`config.mk`:
```
export PLATFORM = sky130hd
export DESIGN_NAME = connect_failure_shun_monitor
export DESIGN_NICKNAME = d
export VERILOG_FILES = /design/src/design/cfsm_pkg.sv /design/src/design/cfsm_front.sv /design/src/design/cfsm_exec.sv /design/src/design/connect_failure_shun_monitor.sv
export SDC_FILE = /design/constraint.sdc
export NUM_CORES = 1
export LEC_CHECK = 0
export BUFFER_PORTS_ARGS = -buffer_cell sky130_fd_sc_hd__buf_4
export CAP_MARGIN = 20
export CORE_MARGIN = 2
export CORE_UTILIZATION = 60
export CTS_CLUSTER_SIZE = 20
export DETAILED_ROUTE_END_ITERATION = 7
export PLACE_DENSITY = 0.8
export SLEW_MARGIN = 20
export SYNTH_ARGS = -nofsm -noshare
export SYNTH_HDL_FRONTEND = slang
export SYNTH_SLANG_ARGS = --single-unit
```
`constraint.sdc`:
```
create_clock -name clk -period 6.1 [get_ports clk]
set_input_delay 0.61 -clock clk [delete_from_list [all_inputs] [get_ports clk]]
set_output_delay 0.61 -clock clk [all_outputs]
set_load 0.005 [all_outputs]
```
`src/design/cfsm_pkg.sv`:
```
// shared types, codes and the error code exemption check for the shun monitor
package cfsm_pkg;

    // action codes
    localparam logic [1:0] ACT_CONNECT_ERROR = 2'd0;
    localparam logic [1:0] ACT_KILL_ALL      = 2'd1;
    localparam logic [1:0] ACT_SET_STATUS    = 2'd2;
    localparam logic [1:0] ACT_UNUSED        = 2'd3;

    // server status codes
    localparam logic [1:0] ST_ONLINE  = 2'd0;
    localparam logic [1:0] ST_SHUNNED = 2'd1;
    localparam logic [1:0] ST_OTHER   = 2'd2;

    // configuration register indexes
    localparam int unsigned CFG_ADDR_W = 1;
    localparam int unsigned CFG_DATA_W = 16;
    localparam logic [CFG_ADDR_W-1:0] REG_RETRIES = 1'd0;
    localparam logic [CFG_ADDR_W-1:0] REG_SHUN    = 1'd1;

    // configuration reset values
    localparam logic [9:0]  RETRIES_RESET = 10'd10;
    localparam logic [15:0] SHUN_RESET    = 16'd5;

    // queue depth between the stages and at the result side
    localparam int unsigned QDEPTH = 2;
    localparam int unsigned QPTR_W = $clog2(QDEPTH);
    localparam int unsigned QCNT_W = $clog2(QDEPTH + 1);

    // input word
    typedef struct packed {
        logic [1:0]  action;
        logic [15:0] err_num;
        logic [31:0] now_sec;
        logic [1:0]  new_status;
    } item_t;

    // result word
    typedef struct packed {
        logic [1:0]  server_state;
        logic        auto_shun;
        logic        kill_all_flag;
        logic        shunned_now;
        logic        counted;
        logic [15:0] burst_count;
        logic [31:0] error_total;
    } result_t;

    // classified command from the front to the back
    typedef struct packed {
        logic [1:0]  action;
        logic        exempt;
        logic [31:0] now_sec;
        logic [1:0]  new_status;
    } cmd_t;

    // error codes that never count toward shunning
    function automatic logic code_is_exempt(input logic [15:0] e);
        logic hit;
        hit = 1'b0;
        if (e >= 16'd1048 && e <= 16'd1052) hit = 1'b1;
        if (e >= 16'd1054 && e <= 16'd1075) hit = 1'b1;
        if (e >= 16'd1099 && e <= 16'd1104) hit = 1'b1;
        if (e >= 16'd1106 && e <= 16'd1113) hit = 1'b1;
        if (e >= 16'd1116 && e <= 16'd1118) hit = 1'b1;
        if (e == 16'd1136) hit = 1'b1;
        if (e >= 16'd1138 && e <= 16'd1149) hit = 1'b1;
        if (e == 16'd1007 || e == 16'd1008 || e == 16'd1044 || e == 16'd1045) hit = 1'b1;
        if (e == 16'd1120 || e == 16'd1203 || e == 16'd1226 || e == 16'd3118) hit = 1'b1;
        return hit;
    endfunction

endpackage

```
`src/design/cfsm_front.sv`:
```
// front stage: accepts input words, classifies them and queues commands
module cfsm_front (
    input  logic              clk,
    input  logic              rst_n,
    input  logic              push,
    output logic              full,
    input  cfsm_pkg::item_t   item,
    input  logic              cmd_take,
    output logic              cmd_valid,
    output cfsm_pkg::cmd_t    cmd
);

    cfsm_pkg::cmd_t                     q_mem [cfsm_pkg::QDEPTH];
    logic [cfsm_pkg::QPTR_W-1:0]        wr_ptr_reg, wr_ptr_next;
    logic [cfsm_pkg::QPTR_W-1:0]        rd_ptr_reg, rd_ptr_next;
    logic [cfsm_pkg::QCNT_W-1:0]        count_reg, count_next;
    cfsm_pkg::cmd_t                     classified;
    logic                               do_push;
    logic                               do_pop;

    // classify the incoming word
    always_comb
    begin
        classified.action     = item.action;
        classified.exempt     = cfsm_pkg::code_is_exempt(item.err_num);
        classified.now_sec    = item.now_sec;
        classified.new_status = (item.new_status > cfsm_pkg::ST_OTHER) ?
                                cfsm_pkg::ST_OTHER : item.new_status;
    end

    assign full      = (count_reg == cfsm_pkg::QCNT_W'(cfsm_pkg::QDEPTH));
    assign cmd_valid = (count_reg != '0);
    assign do_push   = push && !full;
    assign do_pop    = cmd_take && cmd_valid;
    assign cmd       = q_mem[rd_ptr_reg];

    // pointer and count update
    always_comb
    begin
        wr_ptr_next = wr_ptr_reg;
        rd_ptr_next = rd_ptr_reg;
        count_next  = count_reg;
        if (do_push)
        begin
            wr_ptr_next = (wr_ptr_reg == cfsm_pkg::QPTR_W'(cfsm_pkg::QDEPTH - 1)) ?
                          '0 : wr_ptr_reg + 1'b1;
        end
        if (do_pop)
        begin
            rd_ptr_next = (rd_ptr_reg == cfsm_pkg::QPTR_W'(cfsm_pkg::QDEPTH - 1)) ?
                          '0 : rd_ptr_reg + 1'b1;
        end
        if (do_push && !do_pop)
        begin
            count_next = count_reg + 1'b1;
        end
        else if (do_pop && !do_push)
        begin
            count_next = count_reg - 1'b1;
        end
    end

    // queue control registers
    always_ff @(posedge clk or negedge rst_n)
    begin
        if (!rst_n)
        begin
            wr_ptr_reg <= '0;
            rd_ptr_reg <= '0;
            count_reg  <= '0;
        end
        else
        begin
            wr_ptr_reg <= wr_ptr_next;
            rd_ptr_reg <= rd_ptr_next;
            count_reg  <= count_next;
        end
    end

    // queue storage
    always_ff @(posedge clk)
    begin
        if (do_push)
        begin
            q_mem[wr_ptr_reg] <= classified;
        end
    end

endmodule

```
`src/design/cfsm_exec.sv`:
```
// back stage: server state update, configuration registers and result queue
module cfsm_exec (
    input  logic                              clk,
    input  logic                              rst_n,
    input  logic                              cfg_we,
    input  logic [cfsm_pkg::CFG_ADDR_W-1:0]   cfg_addr,
    input  logic [cfsm_pkg::CFG_DATA_W-1:0]   cfg_wdata,
    input  logic                              cmd_valid,
    input  cfsm_pkg::cmd_t                    cmd,
    output logic                              cmd_take,
    input  logic                              pop,
    output logic                              empty,
    output cfsm_pkg::result_t                 result
);

    logic [9:0]                    retries_reg;
    logic [15:0]                   shun_reg;
    logic [1:0]                    status_reg, status_next;
    logic [31:0]                   last_sec_reg, last_sec_next;
    logic [15:0]                   burst_reg, burst_next;
    logic [31:0]                   total_reg, total_next;
    logic                          auto_reg, auto_next;
    logic                          kill_reg, kill_next;
    logic                          counted;
    logic [16:0]                   lim_retry;
    logic [16:0]                   lim_shun;
    logic [16:0]                   limit;
    logic [15:0]                   burst_inc;
    cfsm_pkg::result_t             res_new;
    cfsm_pkg::result_t             r_mem [cfsm_pkg::QDEPTH];
    logic [cfsm_pkg::QPTR_W-1:0]   wr_ptr_reg;
    logic [cfsm_pkg::QPTR_W-1:0]   rd_ptr_reg;
    logic [cfsm_pkg::QCNT_W-1:0]   count_reg;
    logic                          out_full;
    logic                          fire;
    logic                          do_pop;

    // configuration writes
    always_ff @(posedge clk or negedge rst_n)
    begin
        if (!rst_n)
        begin
            retries_reg <= cfsm_pkg::RETRIES_RESET;
            shun_reg    <= cfsm_pkg::SHUN_RESET;
        end
        else if (cfg_we)
        begin
            if (cfg_addr == cfsm_pkg::REG_RETRIES)
            begin
                retries_reg <= cfg_wdata[9:0];
            end
            if (cfg_addr == cfsm_pkg::REG_SHUN)
            begin
                shun_reg <= cfg_wdata;
            end
        end
    end

    // shun threshold is the smaller of the two limits
    assign lim_retry = {7'd0, retries_reg} + 17'd1;
    assign lim_shun  = {1'b0, shun_reg};
    assign limit     = (lim_shun < lim_retry) ? lim_shun : lim_retry;
    assign burst_inc = (burst_reg == 16'hFFFF) ? burst_reg : burst_reg + 16'd1;

    assign out_full = (count_reg == cfsm_pkg::QCNT_W'(cfsm_pkg::QDEPTH));
    assign empty    = (count_reg == '0);
    assign fire     = cmd_valid && !out_full;
    assign cmd_take = fire;
    assign do_pop   = pop && !empty;

    // state update for one command
    always_comb
    begin
        status_next   = status_reg;
        last_sec_next = last_sec_reg;
        burst_next    = burst_reg;
        total_next    = total_reg;
        auto_next     = auto_reg;
        kill_next     = kill_reg;
        counted       = 1'b0;
        if (cmd_valid)
        begin
            unique case (cmd.action)
                cfsm_pkg::ACT_CONNECT_ERROR:
                begin
                    if (total_reg != 32'hFFFF_FFFF)
                    begin
                        total_next = total_reg + 32'd1;
                    end
                    if (!cmd.exempt)
                    begin
                        if (cmd.now_sec > last_sec_reg)
                        begin
                            last_sec_next = cmd.now_sec;
                            burst_next    = 16'd1;
                            counted       = 1'b1;
                        end
                        else if (cmd.now_sec == last_sec_reg)
                        begin
                            burst_next = burst_inc;
                            counted    = 1'b1;
                            if ({1'b0, burst_inc} >= limit &&
                                status_reg == cfsm_pkg::ST_ONLINE)
                            begin
                                status_next = cfsm_pkg::ST_SHUNNED;
                                auto_next   = 1'b1;
                            end
                        end
                    end
                end
                cfsm_pkg::ACT_KILL_ALL:
                begin
                    status_next = cfsm_pkg::ST_SHUNNED;
                    auto_next   = 1'b1;
                    kill_next   = 1'b1;
                end
                cfsm_pkg::ACT_SET_STATUS:
                begin
                    status_next = cmd.new_status;
                end
                cfsm_pkg::ACT_UNUSED:
                begin
                    status_next = status_reg;
                end
            endcase
        end
    end

    // result word for this command
    always_comb
    begin
        res_new.server_state  = status_next;
        res_new.auto_shun     = auto_next;
        res_new.kill_all_flag = kill_next;
        res_new.shunned_now   = (status_reg == cfsm_pkg::ST_ONLINE) &&
                                (status_next == cfsm_pkg::ST_SHUNNED);
        res_new.counted       = counted;
        res_new.burst_count   = burst_next;
        res_new.error_total   = total_next;
    end

    // server state registers
    always_ff @(posedge clk or negedge rst_n)
    begin
        if (!rst_n)
        begin
            status_reg   <= cfsm_pkg::ST_ONLINE;
            last_sec_reg <= '0;
            burst_reg    <= '0;
            total_reg    <= '0;
            auto_reg     <= 1'b0;
            kill_reg     <= 1'b0;
        end
        else if (fire)
        begin
            status_reg   <= status_next;
            last_sec_reg <= last_sec_next;
            burst_reg    <= burst_next;
            total_reg    <= total_next;
            auto_reg     <= auto_next;
            kill_reg     <= kill_next;
        end
    end

    // result queue control
    always_ff @(posedge clk or negedge rst_n)
    begin
        if (!rst_n)
        begin
            wr_ptr_reg <= '0;
            rd_ptr_reg <= '0;
            count_reg  <= '0;
        end
        else
        begin
            if (fire)
            begin
                wr_ptr_reg <= (wr_ptr_reg == cfsm_pkg::QPTR_W'(cfsm_pkg::QDEPTH - 1)) ?
                              '0 : wr_ptr_reg + 1'b1;
            end
            if (do_pop)
            begin
                rd_ptr_reg <= (rd_ptr_reg == cfsm_pkg::QPTR_W'(cfsm_pkg::QDEPTH - 1)) ?
                              '0 : rd_ptr_reg + 1'b1;
            end
            if (fire && !do_pop)
            begin
                count_reg <= count_reg + 1'b1;
            end
            else if (do_pop && !fire)
            begin
                count_reg <= count_reg - 1'b1;
            end
        end
    end

    // result queue storage
    always_ff @(posedge clk)
    begin
        if (fire)
        begin
            r_mem[wr_ptr_reg] <= res_new;
        end
    end

    assign result = r_mem[rd_ptr_reg];

endmodule

```
`src/design/connect_failure_shun_monitor.sv`:
```
// top level of the connection failure shun monitor
// a pushed word passes the front queue, then the state update into the result queue,
// before its result is readable; throughput: one word per cycle while the result
// queue is not full, set by the single state update in the back stage
// reset: rst_n clears both queues, the server state and the counters, and loads the
// configuration registers with their defaults (retries 10, shun threshold 5)
module connect_failure_shun_monitor (
    input  logic                              clk,
    input  logic                              rst_n,
    input  logic                              push,
    output logic                              full,
    input  cfsm_pkg::item_t                   item,
    output logic                              empty,
    input  logic                              pop,
    output cfsm_pkg::result_t                 result,
    input  logic                              cfg_we,
    input  logic [cfsm_pkg::CFG_ADDR_W-1:0]   cfg_addr,
    input  logic [cfsm_pkg::CFG_DATA_W-1:0]   cfg_wdata
);

    logic             cmd_valid;
    logic             cmd_take;
    cfsm_pkg::cmd_t   cmd;

    // classify and queue
    cfsm_front u_front (
        .clk       (clk),
        .rst_n     (rst_n),
        .push      (push),
        .full      (full),
        .item      (item),
        .cmd_take  (cmd_take),
        .cmd_valid (cmd_valid),
        .cmd       (cmd)
    );

    // update state and queue results
    cfsm_exec u_exec (
        .clk       (clk),
        .rst_n     (rst_n),
        .cfg_we    (cfg_we),
        .cfg_addr  (cfg_addr),
        .cfg_wdata (cfg_wdata),
        .cmd_valid (cmd_valid),
        .cmd       (cmd),
        .cmd_take  (cmd_take),
        .pop       (pop),
        .empty     (empty),
        .result    (result)
    );

endmodule

```
==> summary.md <==
| Metric | Value |
|---|---|
| Routed met3 length | 1680 µm |
| Post-route ant nets | 0 |
| Buffers plus inverters on the worst setup path | 1 |
| Core footprint | 24500 µm² |
| Crit path top cell by count | ha_1 |
| Non-Filler Instances | 1662 |
| Met2 routed wirelength | 15200 µm |
| Later-pin clock latency in the skew report | 560 ps |
| Rows | 57 |
| Total I/O pin count | 130 |
| Area used by multi-input combinational logic | 6210 µm² |
| Drt wl/cell | 18.1 µm |
| Tot GR Track Use | 0.231 |
| Die X | 162 µm |
| Slowest cell on the critical path | dfstp_2 |
| # nets final | 1451 |
| Vias post-DR | 9776 |
| P_leak | 7.13 nW |
| Commonest non-fill, non-tap cell in the layout | edfxtp_1 |
| Switch Pwr | 0.00250 W |
| TritonCTS clock tree | yes |
| Worst-Margin Slew | 1080 ps |
| P_int | 0.00543 W |
| Sw frac | 0.315 |
| Clock H-tree levels | 1 |
| Die area | 26400 µm² |
| Clock Tree Root | clkbuf_16 |
| Design area | 17400 µm² |
| Unrepaired setup endpoints after global routing | no |
| CTS Buffer Depth | 3 |
| Syn. warnings | 0 |
| First-pass DRT Iterations | 5 |
| First-pass GRT wire length | 49200 µm |
| Share of post-route cells with drive strength above 1 | 0.279 |
| Crit share post-route | 0.782 |
| Post-Syn Area per Cell | 12.7 µm² |
| Fillers | 1686 |
| Logic pwr share | 0.349 |
| Worst path top cell family by delay | compound AO/OA/AOI/OAI gates |
| Post-CTS Setup Repair Bufs | 0 |
| Largest reg by FF count | u_exec.r_mem |
| Max Cap Viol | 0 |
| Cells after synthesis | 1183 |
| Sequential Power Share | 0.410 |
| Drt drc | 0 |
| Initial antenna violation count | 0 |
| Outcome | complete, no violations |
| Placer congestion estimate | 0.906 |
| Post-synthesis cell type count | 69 |
| Final WS setup | 1330 ps |
| Worst Path Max Fanout | 11 |
| Top Registers | u_exec.r_mem x108, u_front.q_mem x74 |
| Sequential share of the synthesized area | 0.559 |
| Ys async rst share | 0.393 |
| Setup CP Type | register to register |
| Ys flop type | edfxtp_1 |
| DP HPWL | 20600 µm |
| Clock transition at path regs | 70 ps |
| Hold Slack | 48.9 ps |
| Setup violators final | 0 |
| Worst EP required | 6380 ps |
| Crit start category | register |
| CTS buffer count | 31 |
| Worst VDD drop | 0.000302 V |
| Area Growth Syn to Fin | 15.7% |
| Final slew viol count | 0 |
| 1st-iter DRT viols | 633 |
| Initial core utilization | 0.616 |
| Synth Register Bits | 300 |
| Chip Height | 162 µm |
| PortBufs | 129 |
| Hold Path Class | input port to asynchronous set/reset pin |
| Clk network pwr share | 0.241 |
| Pin count of the biggest net entering global routing | 76 |
| # diodes | 0 |
| Setup TNS | 0 ps |
| Gr ovfl total | 0 |
| Pre-CTS setup slack | 1450 ps |
| Number of flip-flops in the largest register | 108 |
| Storage element area | 8420 µm² |
| DR vias/cell | 5.88 |
| Post-synth EDFFs | 182 |
| Achievable Freq | 210 MHz |
| Metal-1 WL | 12700 µm |
| Sink Count | 300 |
| Cell Area, Placed | 16400 µm² |
| Final WL | 30200 µm |
| Clock skew | 20.7 ps |
| Post-Place Cells | 1605 |
| Vias in the first global route | 9734 |
| Crit-path cells | ha_1 -> nand2_1 -> nor2_1 -> nand3_1 -> xor2_1 -> ha_1 -> a21o_1 -> a2111oi_0 -> o21ai_0 -> buf_4 -> mux2_2 -> ha_1 -> a21o_1 -> a211oi_1 -> or3_1 -> a41oi_1 -> a21oi_1 -> o41ai_1 |
| Slew margin rel. | 0.276 |
| Commonest non-fill, non-tap cells in the layout | edfxtp_1 (182), buf_4 (137), mux2_2 (127) |
| Max layer used | met4 |
| Minimum clock period | 4770 ps |
| WP data arrival | 5060 ps |
| Post-Syn Area | 15100 µm² |
| PwrDens | 455 nW/µm² |
| Cts repair resizes | 0 |
| Critical Path Max Stage Delay | 560 ps |
| CP Capture Type | register |
| Cts hold-fix bufs | 0 |
| Hold Fails Final Rpt | 0 |
## layer usage
metal,vias up,global-route usage
li1,4636,-
met1,4787,0.305
met2,305,0.406
met3,48,0.0354
met4,0,0.0503
met5,-,0
## worst paths after layout
path                                                  endpoint  slack, ps  cells past startpoint                              start
setup reg to reg                 u_exec.r_mem[1][52]$_DFFE_PP_       1330                     18  u_exec.retries_reg[1]$_DFFE_PN1P_
min in group clk                 u_front.q_mem[0][2]$_DFFE_PP_        240                      1                            item[2]
hold / removal                u_exec.total_reg[26]$_DFFE_PN0P_         50                      1                              rst_n
hold reg to reg                    u_exec.kill_reg$_DFFE_PN0P_        470                      1        u_exec.kill_reg$_DFFE_PN0P_
max in group asynchronous  u_exec.last_sec_reg[25]$_DFFE_PN0P_       4900                      2                              rst_n
setup / recovery                 u_exec.r_mem[1][52]$_DFFE_PP_       1330                     18  u_exec.retries_reg[1]$_DFFE_PN1P_
## synthesized netlist by cell type, types with 5 or more instances
library cell,count,share of area
buf_2,9,0.0030
nor2_1,64,0.016
a21o_1,7,0.0035
and2_1,5,0.0021
or2_2,5,0.0021
o2bb2ai_1,21,0.012
nand3_1,42,0.014
clkbuf_1,31,0.0077
or3_1,7,0.0029
o21ai_0,24,0.0080
dfrtp_1,114,0.19
nor3_1,22,0.0073
xnor2_1,45,0.026
a211oi_1,7,0.0035
mux2_4,29,0.029
nor2b_1,6,0.0025
edfxtp_1,182,0.36
mux2i_1,16,0.011
xor2_1,44,0.026
inv_1,68,0.017
and3_1,14,0.0058
nand2_1,52,0.013
and4_1,7,0.0041
ha_1,63,0.052
nor4_1,16,0.0066
nand4_1,34,0.014
nand2b_1,7,0.0029
mux2_2,127,0.095
a21oi_1,32,0.011
o21a_1,11,0.0055
## power by group through the flow
| stage | sequential, W | clock [W] | combinational (W) |
|---|---|---|---|
| floorplan | 0.00317 | 0 | 0.00186 |
| global placement | 0.00324 | 0 | 0.00268 |
| detailed placement | 0.00328 | 0 | 0.00276 |
| CTS | 0.00326 | 0.00194 | 0.00280 |
| global route | 0.00332 | 0.00203 | 0.00305 |
| finish | 0.00325 | 0.00191 | 0.00277 |
## layout make-up
class                   count  area share
clock buffers              42      0.0528
clock inverters            15     0.00804
inverters                  69      0.0149
multi-input cells         772       0.356
flip-flops and latches    300       0.483
well taps                 324      0.0232
repair buffers            140      0.0619
## worst register-to-register path: cells and delay by family, from the launching register on
| kind | cells | cell delay (ps) |
|---|---|---|
| multiplexers | 1 | 280 |
| AND/OR/NAND/NOR | 4 | 770 |
| buffers and inverters | 1 | 210 |
| AO/OA/AOI/OAI | 8 | 1830 |
| adder cells (fa/ha/maj) | 3 | 690 |
| XOR/XNOR | 1 | 170 |
| flip-flops | 1 | 560 |
## logic make-up after synthesis
family | after synthesis | synth area share
compound gates | 142 | 0.0647
xor+xnor | 89 | 0.0517
fa+ha+maj | 63 | 0.0523
buf+inv | 115 | 0.0309
flops | 300 | 0.559
mux | 173 | 0.135
other cells | 1 | 0.000249
simple gates | 300 | 0.106
## per-stage QoR
step | utilization | power (W)
CTS | 0.713 | 0.00800
floorplan | - | 0.00503
global route | 0.713 | 0.00840
global placement | 0.669 | 0.00592
finish | 0.713 | 0.00794
detailed placement | 0.669 | 0.00604
Power figures use the tool's default switching activity.
